[src/sv/assert_macros.svh]
// Assertion macros shared by the RTL files of the block.
// Each macro samples on the rising edge of clk and is quiet while arst_n is low.
`ifndef ASSERT_MACROS_SVH
`define ASSERT_MACROS_SVH

// Property must hold at every sampled edge.
`define TKI_ASSERT(lbl, prop, msg) \
	lbl: assert property (@(posedge clk) disable iff (!arst_n) prop) else $error(msg);

// Condition must never be true at a sampled edge.
`define TKI_NEVER(lbl, cond, msg) \
	lbl: assert property (@(posedge clk) disable iff (!arst_n) !(cond)) else $error(msg);

`endif

[src/sv/tki_pkg.sv]
`timescale 1ns / 1ps
`default_nettype none
package tki_pkg;

	localparam int POS_W   = 16;
	localparam int SCORE_W = 32;
	localparam int KEEP_W  = 5;
	localparam logic [KEEP_W-1:0] KEEP_RESET = 5'd4;

	typedef struct packed {
		logic signed [SCORE_W-1:0] score;
		logic                      is_last;
	} item_t;

	typedef struct packed {
		logic [POS_W-1:0]          position;
		logic signed [SCORE_W-1:0] kept_score;
		logic                      too_short;
		logic                      last_result;
	} result_t;

	// controller -> datapath
	typedef struct packed {
		logic load;      // capture item, latch keep count, clear slot address
		logic scan_rd;   // read slot for the minimum search, advance address
		logic emit_rd;   // read slot for output, advance address
		logic wr_fill;   // write item into next free slot
		logic wr_repl;   // overwrite the minimum slot with the item
		logic cnt_inc;   // count the item
		logic cnt_clr;   // end of list: restart count
		logic addr_clr;  // rewind slot address
		logic err;       // issue the too-short result
	} cmd_t;

	// datapath -> controller
	typedef struct packed {
		logic in_range;  // item count below the list limit
		logic below_k;   // item count below the keep count
		logic addr_end;  // slot address at the last kept slot
		logic better;    // item strictly above the smallest kept score
		logic last;      // item closes the list
	} sts_t;

endpackage
`default_nettype wire

[src/sv/top_k_index_selection.sv]
`timescale 1ns / 1ps
`default_nettype none
// Streaming top-k selection: keeps the list positions of the keep_count largest scores.
// Items are taken one at a time: a fill item is written straight into its slot; a compare
// item scans the k kept slots for the minimum, one slot per cycle (k = keep count), and
// replaces it when strictly greater. A closing item's results then strobe one per cycle,
// busy held while the slots are read; a list shorter than k gives a single error result.
// Reset (arst_n low, asynchronous) clears the item count, keep_count returns to 4; results never stall.
module top_k_index_selection #(
	parameter int MAX_KEEP  = 16,
	parameter int MAX_ITEMS = 65536
) (
	input  wire logic                        clk,
	input  wire logic                        arst_n,
	// item channel: a transaction is taken when start is high and busy is low
	input  wire logic                        start,
	output logic                             busy,
	input  wire tki_pkg::item_t              item,
	// result channel: one transaction per strobe cycle
	output logic                             strobe,
	output tki_pkg::result_t                 result,
	// keep_count register write channel
	input  wire logic                        cfg_valid,
	output logic                             cfg_ready,
	input  wire logic [tki_pkg::KEEP_W-1:0]  cfg_data
);

	tki_pkg::cmd_t cmd;
	tki_pkg::sts_t sts;

	// Take register writes only between items.
	assign cfg_ready = ~busy;

	// Sequence each item: fill or scan for the minimum, replace, then emit at list end.
	tki_ctrl u_ctrl (
		.clk    (clk),
		.arst_n (arst_n),
		.start  (start),
		.sts    (sts),
		.cmd    (cmd),
		.busy   (busy)
	);

	// Slot RAM, item counter, minimum tracker and result formatting.
	tki_datapath #(
		.MAX_KEEP  (MAX_KEEP),
		.MAX_ITEMS (MAX_ITEMS)
	) u_dp (
		.clk      (clk),
		.arst_n   (arst_n),
		.item     (item),
		.cfg_we   (cfg_valid & cfg_ready),
		.cfg_data (cfg_data),
		.cmd      (cmd),
		.sts      (sts),
		.result   (result),
		.strobe   (strobe)
	);

endmodule
`default_nettype wire

[src/sv/tki_ram.sv]
`timescale 1ns / 1ps
`default_nettype none
module tki_ram #(
	parameter int WIDTH = 48,
	parameter int DEPTH = 16
) (
	input  wire logic                                 clk,
	input  wire logic                                 wr_en,
	input  wire logic [(DEPTH > 1 ? $clog2(DEPTH) : 1)-1:0] wr_addr,
	input  wire logic [WIDTH-1:0]                     wr_data,
	input  wire logic                                 rd_en,
	input  wire logic [(DEPTH > 1 ? $clog2(DEPTH) : 1)-1:0] rd_addr,
	output logic      [WIDTH-1:0]                     rd_data
);

	logic [WIDTH-1:0] mem [DEPTH];
	logic [WIDTH-1:0] rd_data_q;

	always_ff @(posedge clk) begin
		if (wr_en) begin
			mem[wr_addr] <= wr_data;
		end
		if (rd_en) begin
			rd_data_q <= mem[rd_addr];
		end
	end

	assign rd_data = rd_data_q;

endmodule
`default_nettype wire

[src/sv/tki_datapath.sv]
`timescale 1ns / 1ps
`default_nettype none
`include "assert_macros.svh"
module tki_datapath #(
	parameter int MAX_KEEP  = 16,
	parameter int MAX_ITEMS = 65536
) (
	input  wire logic                            clk,
	input  wire logic                            arst_n,
	input  wire tki_pkg::item_t                  item,
	input  wire logic                            cfg_we,
	input  wire logic [tki_pkg::KEEP_W-1:0]      cfg_data,
	input  wire tki_pkg::cmd_t                   cmd,
	output tki_pkg::sts_t                        sts,
	output tki_pkg::result_t                     result,
	output logic                                 strobe
);

	localparam int AW = (MAX_KEEP > 1) ? $clog2(MAX_KEEP) : 1;
	localparam int KW = $clog2(MAX_KEEP + 1);
	localparam int CW = $clog2(MAX_ITEMS + 1);
	localparam int DW = tki_pkg::POS_W + tki_pkg::SCORE_W;

	logic [tki_pkg::KEEP_W-1:0]          keep_q;
	logic signed [tki_pkg::SCORE_W-1:0]  score_q;
	logic                                last_q;
	logic [KW-1:0]                       k_q;
	logic [AW-1:0]                       kl_q;
	logic [CW-1:0]                       items_q;
	logic [AW-1:0]                       addr_q;
	logic signed [tki_pkg::SCORE_W-1:0]  min_score_q;
	logic [AW-1:0]                       min_idx_q;
	logic                                scan_v_s1;
	logic [AW-1:0]                       scan_a_s1;
	logic                                emit_v_s1;
	logic                                emit_last_s1;
	logic                                err_s1;

	logic [31:0]                         keep32;
	logic [31:0]                         keff;
	logic                                wr_en;
	logic [AW-1:0]                       wr_addr;
	logic [DW-1:0]                       wr_data;
	logic [DW-1:0]                       rd_data;
	logic [tki_pkg::POS_W-1:0]           rd_pos;
	logic signed [tki_pkg::SCORE_W-1:0]  rd_score;

	// Clamp the keep count into 1..MAX_KEEP.
	always_comb begin
		keep32 = 32'(keep_q);
		if (keep32 == 32'd0) begin
			keff = 32'd1;
		end else if (keep32 > 32'(MAX_KEEP)) begin
			keff = 32'(MAX_KEEP);
		end else begin
			keff = keep32;
		end
	end

	assign wr_en   = cmd.wr_fill | cmd.wr_repl;
	assign wr_addr = cmd.wr_fill ? AW'(32'(items_q)) : min_idx_q;
	assign wr_data = {tki_pkg::POS_W'(32'(items_q)), score_q};

	tki_ram #(
		.WIDTH (DW),
		.DEPTH (MAX_KEEP)
	) u_slots (
		.clk     (clk),
		.wr_en   (wr_en),
		.wr_addr (wr_addr),
		.wr_data (wr_data),
		.rd_en   (cmd.scan_rd | cmd.emit_rd),
		.rd_addr (addr_q),
		.rd_data (rd_data)
	);

	assign rd_pos   = rd_data[DW-1 -: tki_pkg::POS_W];
	assign rd_score = rd_data[tki_pkg::SCORE_W-1:0];

	always_ff @(posedge clk or negedge arst_n) begin
		if (!arst_n) begin
			keep_q       <= tki_pkg::KEEP_RESET;
			items_q      <= '0;
			addr_q       <= '0;
			scan_v_s1    <= 1'b0;
			emit_v_s1    <= 1'b0;
			err_s1       <= 1'b0;
		end else begin
			if (cfg_we) begin
				keep_q <= cfg_data;
			end
			if (cmd.cnt_clr) begin
				items_q <= '0;
			end else if (cmd.cnt_inc) begin
				items_q <= items_q + CW'(1);
			end
			if (cmd.load || cmd.addr_clr) begin
				addr_q <= '0;
			end else if (cmd.scan_rd || cmd.emit_rd) begin
				addr_q <= addr_q + AW'(1);
			end
			scan_v_s1 <= cmd.scan_rd;
			emit_v_s1 <= cmd.emit_rd;
			err_s1    <= cmd.err;
		end
	end

	always_ff @(posedge clk) begin
		if (cmd.load) begin
			score_q <= item.score;
			last_q  <= item.is_last;
			k_q     <= KW'(keff);
			kl_q    <= AW'(keff - 32'd1);
		end
		scan_a_s1    <= addr_q;
		emit_last_s1 <= (addr_q == kl_q);
		// Slot zero opens the search; later slots win only when strictly smaller.
		if (scan_v_s1 && (scan_a_s1 == '0 || rd_score < min_score_q)) begin
			min_score_q <= rd_score;
			min_idx_q   <= scan_a_s1;
		end
	end

	assign sts.in_range = (32'(items_q) < 32'(MAX_ITEMS));
	assign sts.below_k  = (32'(items_q) < 32'(k_q));
	assign sts.addr_end = (addr_q == kl_q);
	assign sts.better   = (min_score_q < score_q);
	assign sts.last     = last_q;

	always_comb begin
		if (err_s1) begin
			result.position    = '0;
			result.kept_score  = '0;
			result.too_short   = 1'b1;
			result.last_result = 1'b1;
		end else begin
			result.position    = rd_pos;
			result.kept_score  = rd_score;
			result.too_short   = 1'b0;
			result.last_result = emit_last_s1;
		end
	end

	assign strobe = emit_v_s1 | err_s1;

	`TKI_NEVER(a_one_result_kind, emit_v_s1 && err_s1, "emit and error results collide")
	`TKI_NEVER(a_one_writer, cmd.wr_fill && cmd.wr_repl, "fill and replace write together")
	`TKI_ASSERT(a_scan_in_k, cmd.scan_rd |-> (addr_q <= kl_q), "slot read beyond keep count")

endmodule
`default_nettype wire

[src/sv/tki_ctrl.sv]
`timescale 1ns / 1ps
`default_nettype none
`include "assert_macros.svh"
module tki_ctrl (
	input  wire logic           clk,
	input  wire logic           arst_n,
	input  wire logic           start,
	input  wire tki_pkg::sts_t  sts,
	output tki_pkg::cmd_t       cmd,
	output logic                busy
);

	typedef enum logic [2:0] {
		ST_IDLE,
		ST_DISPATCH,
		ST_SCAN,
		ST_SCAN_WAIT,
		ST_REPL,
		ST_CHECK,
		ST_EMIT
	} state_t;

	state_t state_q;
	state_t state_d;

	assign busy = (state_q != ST_IDLE);

	always_comb begin
		cmd     = '0;
		state_d = state_q;
		unique case (state_q)
			ST_IDLE: begin
				if (start) begin
					cmd.load = 1'b1;
					state_d  = ST_DISPATCH;
				end
			end
			ST_DISPATCH: begin
				if (!sts.in_range) begin
					state_d = ST_CHECK;
				end else if (sts.below_k) begin
					cmd.wr_fill = 1'b1;
					cmd.cnt_inc = 1'b1;
					state_d     = ST_CHECK;
				end else begin
					cmd.scan_rd = 1'b1;
					state_d     = sts.addr_end ? ST_SCAN_WAIT : ST_SCAN;
				end
			end
			ST_SCAN: begin
				cmd.scan_rd = 1'b1;
				if (sts.addr_end) begin
					state_d = ST_SCAN_WAIT;
				end
			end
			ST_SCAN_WAIT: begin
				state_d = ST_REPL;
			end
			ST_REPL: begin
				cmd.wr_repl = sts.better;
				cmd.cnt_inc = 1'b1;
				state_d     = ST_CHECK;
			end
			ST_CHECK: begin
				if (!sts.last) begin
					state_d = ST_IDLE;
				end else if (sts.below_k) begin
					cmd.err     = 1'b1;
					cmd.cnt_clr = 1'b1;
					state_d     = ST_IDLE;
				end else begin
					cmd.addr_clr = 1'b1;
					state_d      = ST_EMIT;
				end
			end
			ST_EMIT: begin
				cmd.emit_rd = 1'b1;
				if (sts.addr_end) begin
					cmd.cnt_clr = 1'b1;
					state_d     = ST_IDLE;
				end
			end
			default: begin
				state_d = ST_IDLE;
			end
		endcase
	end

	always_ff @(posedge clk or negedge arst_n) begin
		if (!arst_n) begin
			state_q <= ST_IDLE;
		end else begin
			state_q <= state_d;
		end
	end

	`TKI_ASSERT(a_load_from_idle, cmd.load |=> (state_q == ST_DISPATCH), "load did not dispatch")

endmodule
`default_nettype wire

[config.mk]
export PLATFORM = sky130hd
export DESIGN_NAME = top_k_index_selection
export DESIGN_NICKNAME = d
export VERILOG_FILES = /design/src/sv/tki_pkg.sv /design/src/sv/top_k_index_selection.sv /design/src/sv/tki_ram.sv /design/src/sv/tki_datapath.sv /design/src/sv/tki_ctrl.sv
export VERILOG_INCLUDE_DIRS = /design/src /design/src/sv
export SDC_FILE = /design/constraint.sdc
export NUM_CORES = 1
export LEC_CHECK = 0
export ABC_AREA = 1
export BUFFER_PORTS_ARGS = -buffer_cell sky130_fd_sc_hd__clkbuf_2
export CAP_MARGIN = 10
export CORE_ASPECT_RATIO = 1.1
export CORE_UTILIZATION = 50
export DETAILED_ROUTE_END_ITERATION = 16
export PLACE_DENSITY = 0.79
export SLEW_MARGIN = 20
export SYNTH_ARGS = -nofsm -noshare
export SYNTH_HDL_FRONTEND = slang
export SYNTH_SLANG_ARGS = --single-unit
[constraint.sdc]
create_clock -name clk -period 4.51 [get_ports clk]
set_clock_uncertainty 0.15 [all_clocks]
set_input_delay 0.6765 -clock clk [delete_from_list [all_inputs] [get_ports clk]]
set_output_delay 0.6765 -clock clk [all_outputs]
set_load 0.05 [all_outputs]
==> run_summary.xml <==
<?xml version="1.0" encoding="UTF-8"?>
<metrics>
  <group name="layout">
    <metric name="layout.filler_cells" unit="">5468</metric>
    <metric name="layout-drive-gt1-share" unit="%">11.4</metric>
    <metric name="final-seq-area" unit="sq um">27800</metric>
    <metric name="n_antenna_cell" unit="">0</metric>
    <metric name="synthToLayoutAreaGrowth" unit="%">12.9</metric>
    <metric name="finish.net_count" unit="">3118</metric>
    <metric name="combined_area_of_the_multi_input_logic_cells" unit="sq um">8540</metric>
  </group>
  <group name="status">
    <metric name="status" unit="">complete, no violations</metric>
  </group>
  <group name="floorplan">
    <metric name="fp-row-count" unit="">104</metric>
    <metric name="design.core.area" unit="sq um">73700</metric>
    <metric name="die-width" unit="microns">263</metric>
    <metric name="die_height" unit="microns">289</metric>
    <metric name="initial_utilization" unit="%">50.9</metric>
    <metric name="ioPinCount" unit="">95</metric>
    <metric name="dieArea" unit="sq um">76100</metric>
  </group>
  <group name="logic_synthesis">
    <metric name="synthMostInstantiatedCell" unit="">sky130_fd_sc_hd__edfxtp_1</metric>
    <metric name="syn_nets" unit="">3022</metric>
    <metric name="syn_inst" unit="">2911</metric>
    <metric name="synth-seq-cells" unit="">931</metric>
    <metric name="synth_top_cells_by_count" unit="">894 x sky130_fd_sc_hd__edfxtp_1, 454 x sky130_fd_sc_hd__nand2_1, 317 x sky130_fd_sc_hd__nor2_1, 276 x sky130_fd_sc_hd__o21ai_0, 177 x sky130_fd_sc_hd__inv_1</metric>
    <metric name="edff_count_synth" unit="">894</metric>
    <metric name="synth-seq-area-share" unit="%">74.0</metric>
    <metric name="synthesis.yosys.warnings" unit="">0</metric>
    <metric name="post_synth.cell_area_avg" unit="sq um">12.9</metric>
    <metric name="post_synth_main_area_contributors" unit="">sky130_fd_sc_hd__edfxtp_1 72%, sky130_fd_sc_hd__nand2_1 4.5%, sky130_fd_sc_hd__o21ai_0 3.7%</metric>
    <metric name="yosys_top_cell_area_share" unit="%">71.6</metric>
    <metric name="syn-cell-area" unit="sq um">37500</metric>
    <metric name="postSynth.topFlopCell" unit="">sky130_fd_sc_hd__edfxtp_1</metric>
    <metric name="yosysUniqueCellTypes" unit="">44</metric>
    <metric name="synth_async_sr_flop_share" unit="%">3.44</metric>
    <metric name="synth_largest_area_cell" unit="">sky130_fd_sc_hd__edfxtp_1</metric>
  </group>
  <group name="critical_path">
    <metric name="critical_path_buf_inv_count" unit="">3</metric>
    <metric name="required" unit="ps">4640</metric>
    <metric name="rrSetupSlack" unit="ps">550</metric>
    <metric name="timing.critical_path.slowest_cell_delay" unit="ps">710</metric>
    <metric name="critical_path.cell_chain" unit="">inv_1 &gt; ha_1 &gt; nand4_1 &gt; nor3_1 &gt; and3_1 &gt; nand2_1 &gt; nand2_1 &gt; nand2_1 &gt; nand2_1 &gt; nand2_1 &gt; buf_4 &gt; nor2_4 &gt; buf_4</metric>
    <metric name="start_kind" unit="">flop</metric>
    <metric name="worst_path_dominant_cell_family" unit="">simple AND/OR/NAND/NOR gates</metric>
    <metric name="cp_max_fo" unit="">32</metric>
    <metric name="critical_path.endpoint_type" unit="">flop</metric>
    <metric name="timing.critical_path.mode_cell" unit="">sky130_fd_sc_hd__nand2_1</metric>
    <metric name="worst_path_max_delay_cell" unit="">sky130_fd_sc_hd__edfxtp_1</metric>
    <metric name="criticalPathCategory" unit="">flop to flop</metric>
    <metric name="worstPathArrival" unit="ps">4090</metric>
  </group>
  <group name="timing">
    <metric name="worst_slew_pin_slew" unit="ps">1180</metric>
    <metric name="hold_ws" unit="ps">30.3</metric>
    <metric name="post-route-worst-setup-slack" unit="ps">551</metric>
    <metric name="final_period_minus_worst_setup_slack" unit="ps">3960</metric>
    <metric name="grt_setup_unrepaired" unit="">false</metric>
    <metric name="fin_crit_sh" unit="%">87.8</metric>
    <metric name="drv_slew" unit="">0</metric>
    <metric name="setup_viol" unit="">0</metric>
    <metric name="worst_slew_margin_rel" unit="%">21.3</metric>
    <metric name="clock.fmax" unit="GHz">0.253</metric>
    <metric name="number_of_failing_hold_endpoints_at_the_final_stage" unit="">0</metric>
  </group>
  <group name="pwr">
    <metric name="max-vdd-ir-drop" unit="V">0.000473</metric>
    <metric name="power_per_cell_area" unit="nW/um^2">624</metric>
    <metric name="combinationalPowerShare" unit="%">25.8</metric>
    <metric name="pwr-share-clk" unit="%">29.2</metric>
    <metric name="total_leakage_power" unit="nW">15.4</metric>
    <metric name="netSwitchingPower" unit="mW">9.19</metric>
    <metric name="sw_frac_of_total" unit="%">34.8</metric>
    <metric name="seq_power_share" unit="%">45.0</metric>
    <metric name="cell_internal_pwr" unit="mW">17.2</metric>
  </group>
  <group name="detailed_routing">
    <metric name="number_of_remaining_drc_errors" unit="">0</metric>
    <metric name="detail_route.wirelength" unit="microns">92800</metric>
    <metric name="ant_nets" unit="">0</metric>
    <metric name="detail_routed_via_count_per_cell" unit="">5.99</metric>
    <metric name="via_count" unit="">24200</metric>
    <metric name="drt_pass1_iterations" unit="">5</metric>
    <metric name="drt_first_iter_violations" unit="">3277</metric>
    <metric name="wl_per_cell" unit="microns">23.0</metric>
  </group>
  <group name="placement">
    <metric name="place.port_buffers" unit="">94</metric>
    <metric name="hpwlAfterDp" unit="microns">52100</metric>
    <metric name="place_worst_setup_slack" unit="ps">657</metric>
    <metric name="routabilityCongestion" unit="">0.841</metric>
  </group>
  <group name="grt">
    <metric name="overflow" unit="">0</metric>
    <metric name="grt_start_max_net_pins" unit="">179</metric>
    <metric name="vias_in_the_first_global_route" unit="">24000</metric>
    <metric name="global_route_wire_length_before_repair" unit="microns">140000</metric>
    <metric name="grt_busiest_layer" unit="">met2</metric>
    <metric name="track_usage" unit="%">24.4</metric>
    <metric name="gr-usage-met2" unit="%">40.6</metric>
    <metric name="grt.met3_usage" unit="%">3.98</metric>
    <metric name="antenna_found_initial" unit="">2</metric>
    <metric name="met1_layer_usage_reported_by_global_route" unit="%">31.5</metric>
  </group>
  <group name="flow_run">
    <metric name="maxCapViolCount" unit="">0</metric>
  </group>
  <group name="cts">
    <metric name="cts_setup_buffers" unit="">0</metric>
    <metric name="clk_latency" unit="ps">680</metric>
    <metric name="cts_sinks" unit="">931</metric>
    <metric name="max-clock-path-buffers" unit="">3</metric>
    <metric name="tritoncts_buffer_count" unit="">91</metric>
    <metric name="clock_tree.root_cell" unit="">sky130_fd_sc_hd__clkbuf_16</metric>
    <metric name="clk_pin_slew_worst_paths" unit="ps">60</metric>
    <metric name="tritoncts" unit="">yes</metric>
    <metric name="cts.htree.levels" unit="">3</metric>
  </group>
  <group name="hold_path">
    <metric name="timing.hold.worst.class" unit="">input pin to flop</metric>
  </group>
</metrics>
timing repair:
action / CTS / global route
resized for setup: 0 / 0
hold buffers: 1 / 0
setup endpoints to repair: 0 / 0
hold endpoints to repair: 31 / 0
worst paths after layout:
check	start	to	cells past startpoint
max	u_dp.score_q[31]	u_dp.u_slots.mem[4][4]	13
min	item[18]	u_dp.score_q[17]	1
max reg2reg	u_dp.score_q[31]	u_dp.u_slots.mem[4][4]	13
min reg2reg	u_dp.scan_a_s1[3]	u_dp.min_idx_q[3]	0
max in group asynchronous	arst_n	u_dp.addr_q[0]	2
min in group asynchronous	arst_n	u_dp.items_q[9]	2
state kept, by name, indices dropped and copies added, names as in the netlist, 3 cells and up:
name,flops
u_dp.u_slots.mem,768
u_ctrl.state_q,3
u_dp.addr_q,4
u_dp.scan_a_s1,4
u_dp.keep_q,5
u_dp.score_q,32
u_dp.min_score_q,32
u_dp.min_idx_q,4
u_dp.kl_q,4
u_dp.k_q,5
u_dp.u_slots.rd_data,48
u_dp.items_q,17
through the flow:
| step | setup TNS, ps | util (%) | std cells | power, mW | cell area, sq um |
|---|---|---|---|---|---|
| after floorplan | -58060 | - | 2911 | 16.3 | 37500 |
| after global routing | 0 | 57.5 | 4038 | 27.5 | 42300 |
| after global placement | 0 | 53.3 | 3867 | 18.5 | 39200 |
| after detailed placement | 0 | 53.3 | 3867 | 18.8 | 39200 |
| final | 0 | 57.5 | 4038 | 26.4 | 42300 |
| after CTS | 0 | 57.5 | 4038 | 26.4 | 42300 |
power by group through the flow:
stage,sequential (mW),clock (mW),combinational (mW)
after global routing,12.0,8.09,7.42
after floorplan,11.7,0,4.54
after detailed placement,12.0,0,6.73
after global placement,12.0,0,6.55
after CTS,11.9,7.77,6.80
final,11.9,7.71,6.83
placed cells by master (no fill, tap or decap), types with 8 or more instances in the layout:
master	instances
sky130_fd_sc_hd__a21oi_1	148
sky130_fd_sc_hd__a221oi_1	53
sky130_fd_sc_hd__buf_4	58
sky130_fd_sc_hd__bufinv_16	11
sky130_fd_sc_hd__clkbuf_1	14
sky130_fd_sc_hd__clkbuf_16	91
sky130_fd_sc_hd__clkbuf_2	94
sky130_fd_sc_hd__clkinv_1	16
sky130_fd_sc_hd__clkinv_2	24
sky130_fd_sc_hd__dfrtp_1	26
sky130_fd_sc_hd__edfxtp_1	894
sky130_fd_sc_hd__ha_1	69
sky130_fd_sc_hd__inv_1	176
sky130_fd_sc_hd__inv_2	9
sky130_fd_sc_hd__nand2_1	452
sky130_fd_sc_hd__nand3_1	107
sky130_fd_sc_hd__nand4_1	58
sky130_fd_sc_hd__nor2_1	298
sky130_fd_sc_hd__nor2_4	19
sky130_fd_sc_hd__nor3_1	8
sky130_fd_sc_hd__o21ai_0	276
sky130_fd_sc_hd__o221ai_1	42
sky130_fd_sc_hd__o22ai_1	56
sky130_fd_sc_hd__xor2_1	10
area by class of cell:
| class | count | share of cell area [%] |
|---|---|---|
| Multi-Input combinational cell | 1636 | 20.2 |
| Inverter | 187 | 1.68 |
| Timing Repair Buffer | 160 | 2.49 |
| Clock buffer | 106 | 5.54 |
| Tap cell | 954 | 2.82 |
| Clock inverter | 64 | 1.71 |
| Sequential cell | 931 | 65.6 |
logic make-up (layout without fill, tap and decap cells):
family | count (synthesis) | after routing | share of synthesized area [%]
flops | 931 | 931 | 74.0
simple gates | 961 | 961 | 10.6
xor+xnor | 11 | 11 | 0.257
buf+inv | 344 | 517 | 3.58
mux | 3 | 3 | 0.0901
compound gates | 592 | 592 | 9.13
fa+ha+maj | 69 | 69 | 2.30
layer usage:
layer	part of all wire [%]	vias to the layer above
met2	49	1452
met4	3.7	0
met3	9.6	217
met1	38	11700
li1	-	10800
met5	0	-
worst reg2reg max path, cell delays in order (launching register included):
cell                       delay, ps
sky130_fd_sc_hd__edfxtp_1        710
sky130_fd_sc_hd__inv_1           100
sky130_fd_sc_hd__ha_1            360
sky130_fd_sc_hd__nand4_1         160
sky130_fd_sc_hd__nor3_1          420
sky130_fd_sc_hd__and3_1          280
sky130_fd_sc_hd__nand2_1         130
sky130_fd_sc_hd__nand2_1          90
sky130_fd_sc_hd__nand2_1          50
sky130_fd_sc_hd__nand2_1          90
sky130_fd_sc_hd__nand2_1          60
sky130_fd_sc_hd__buf_4           270
sky130_fd_sc_hd__nor2_4          140
sky130_fd_sc_hd__buf_4           560
No activity file was read; power rests on OpenSTA's default activity.
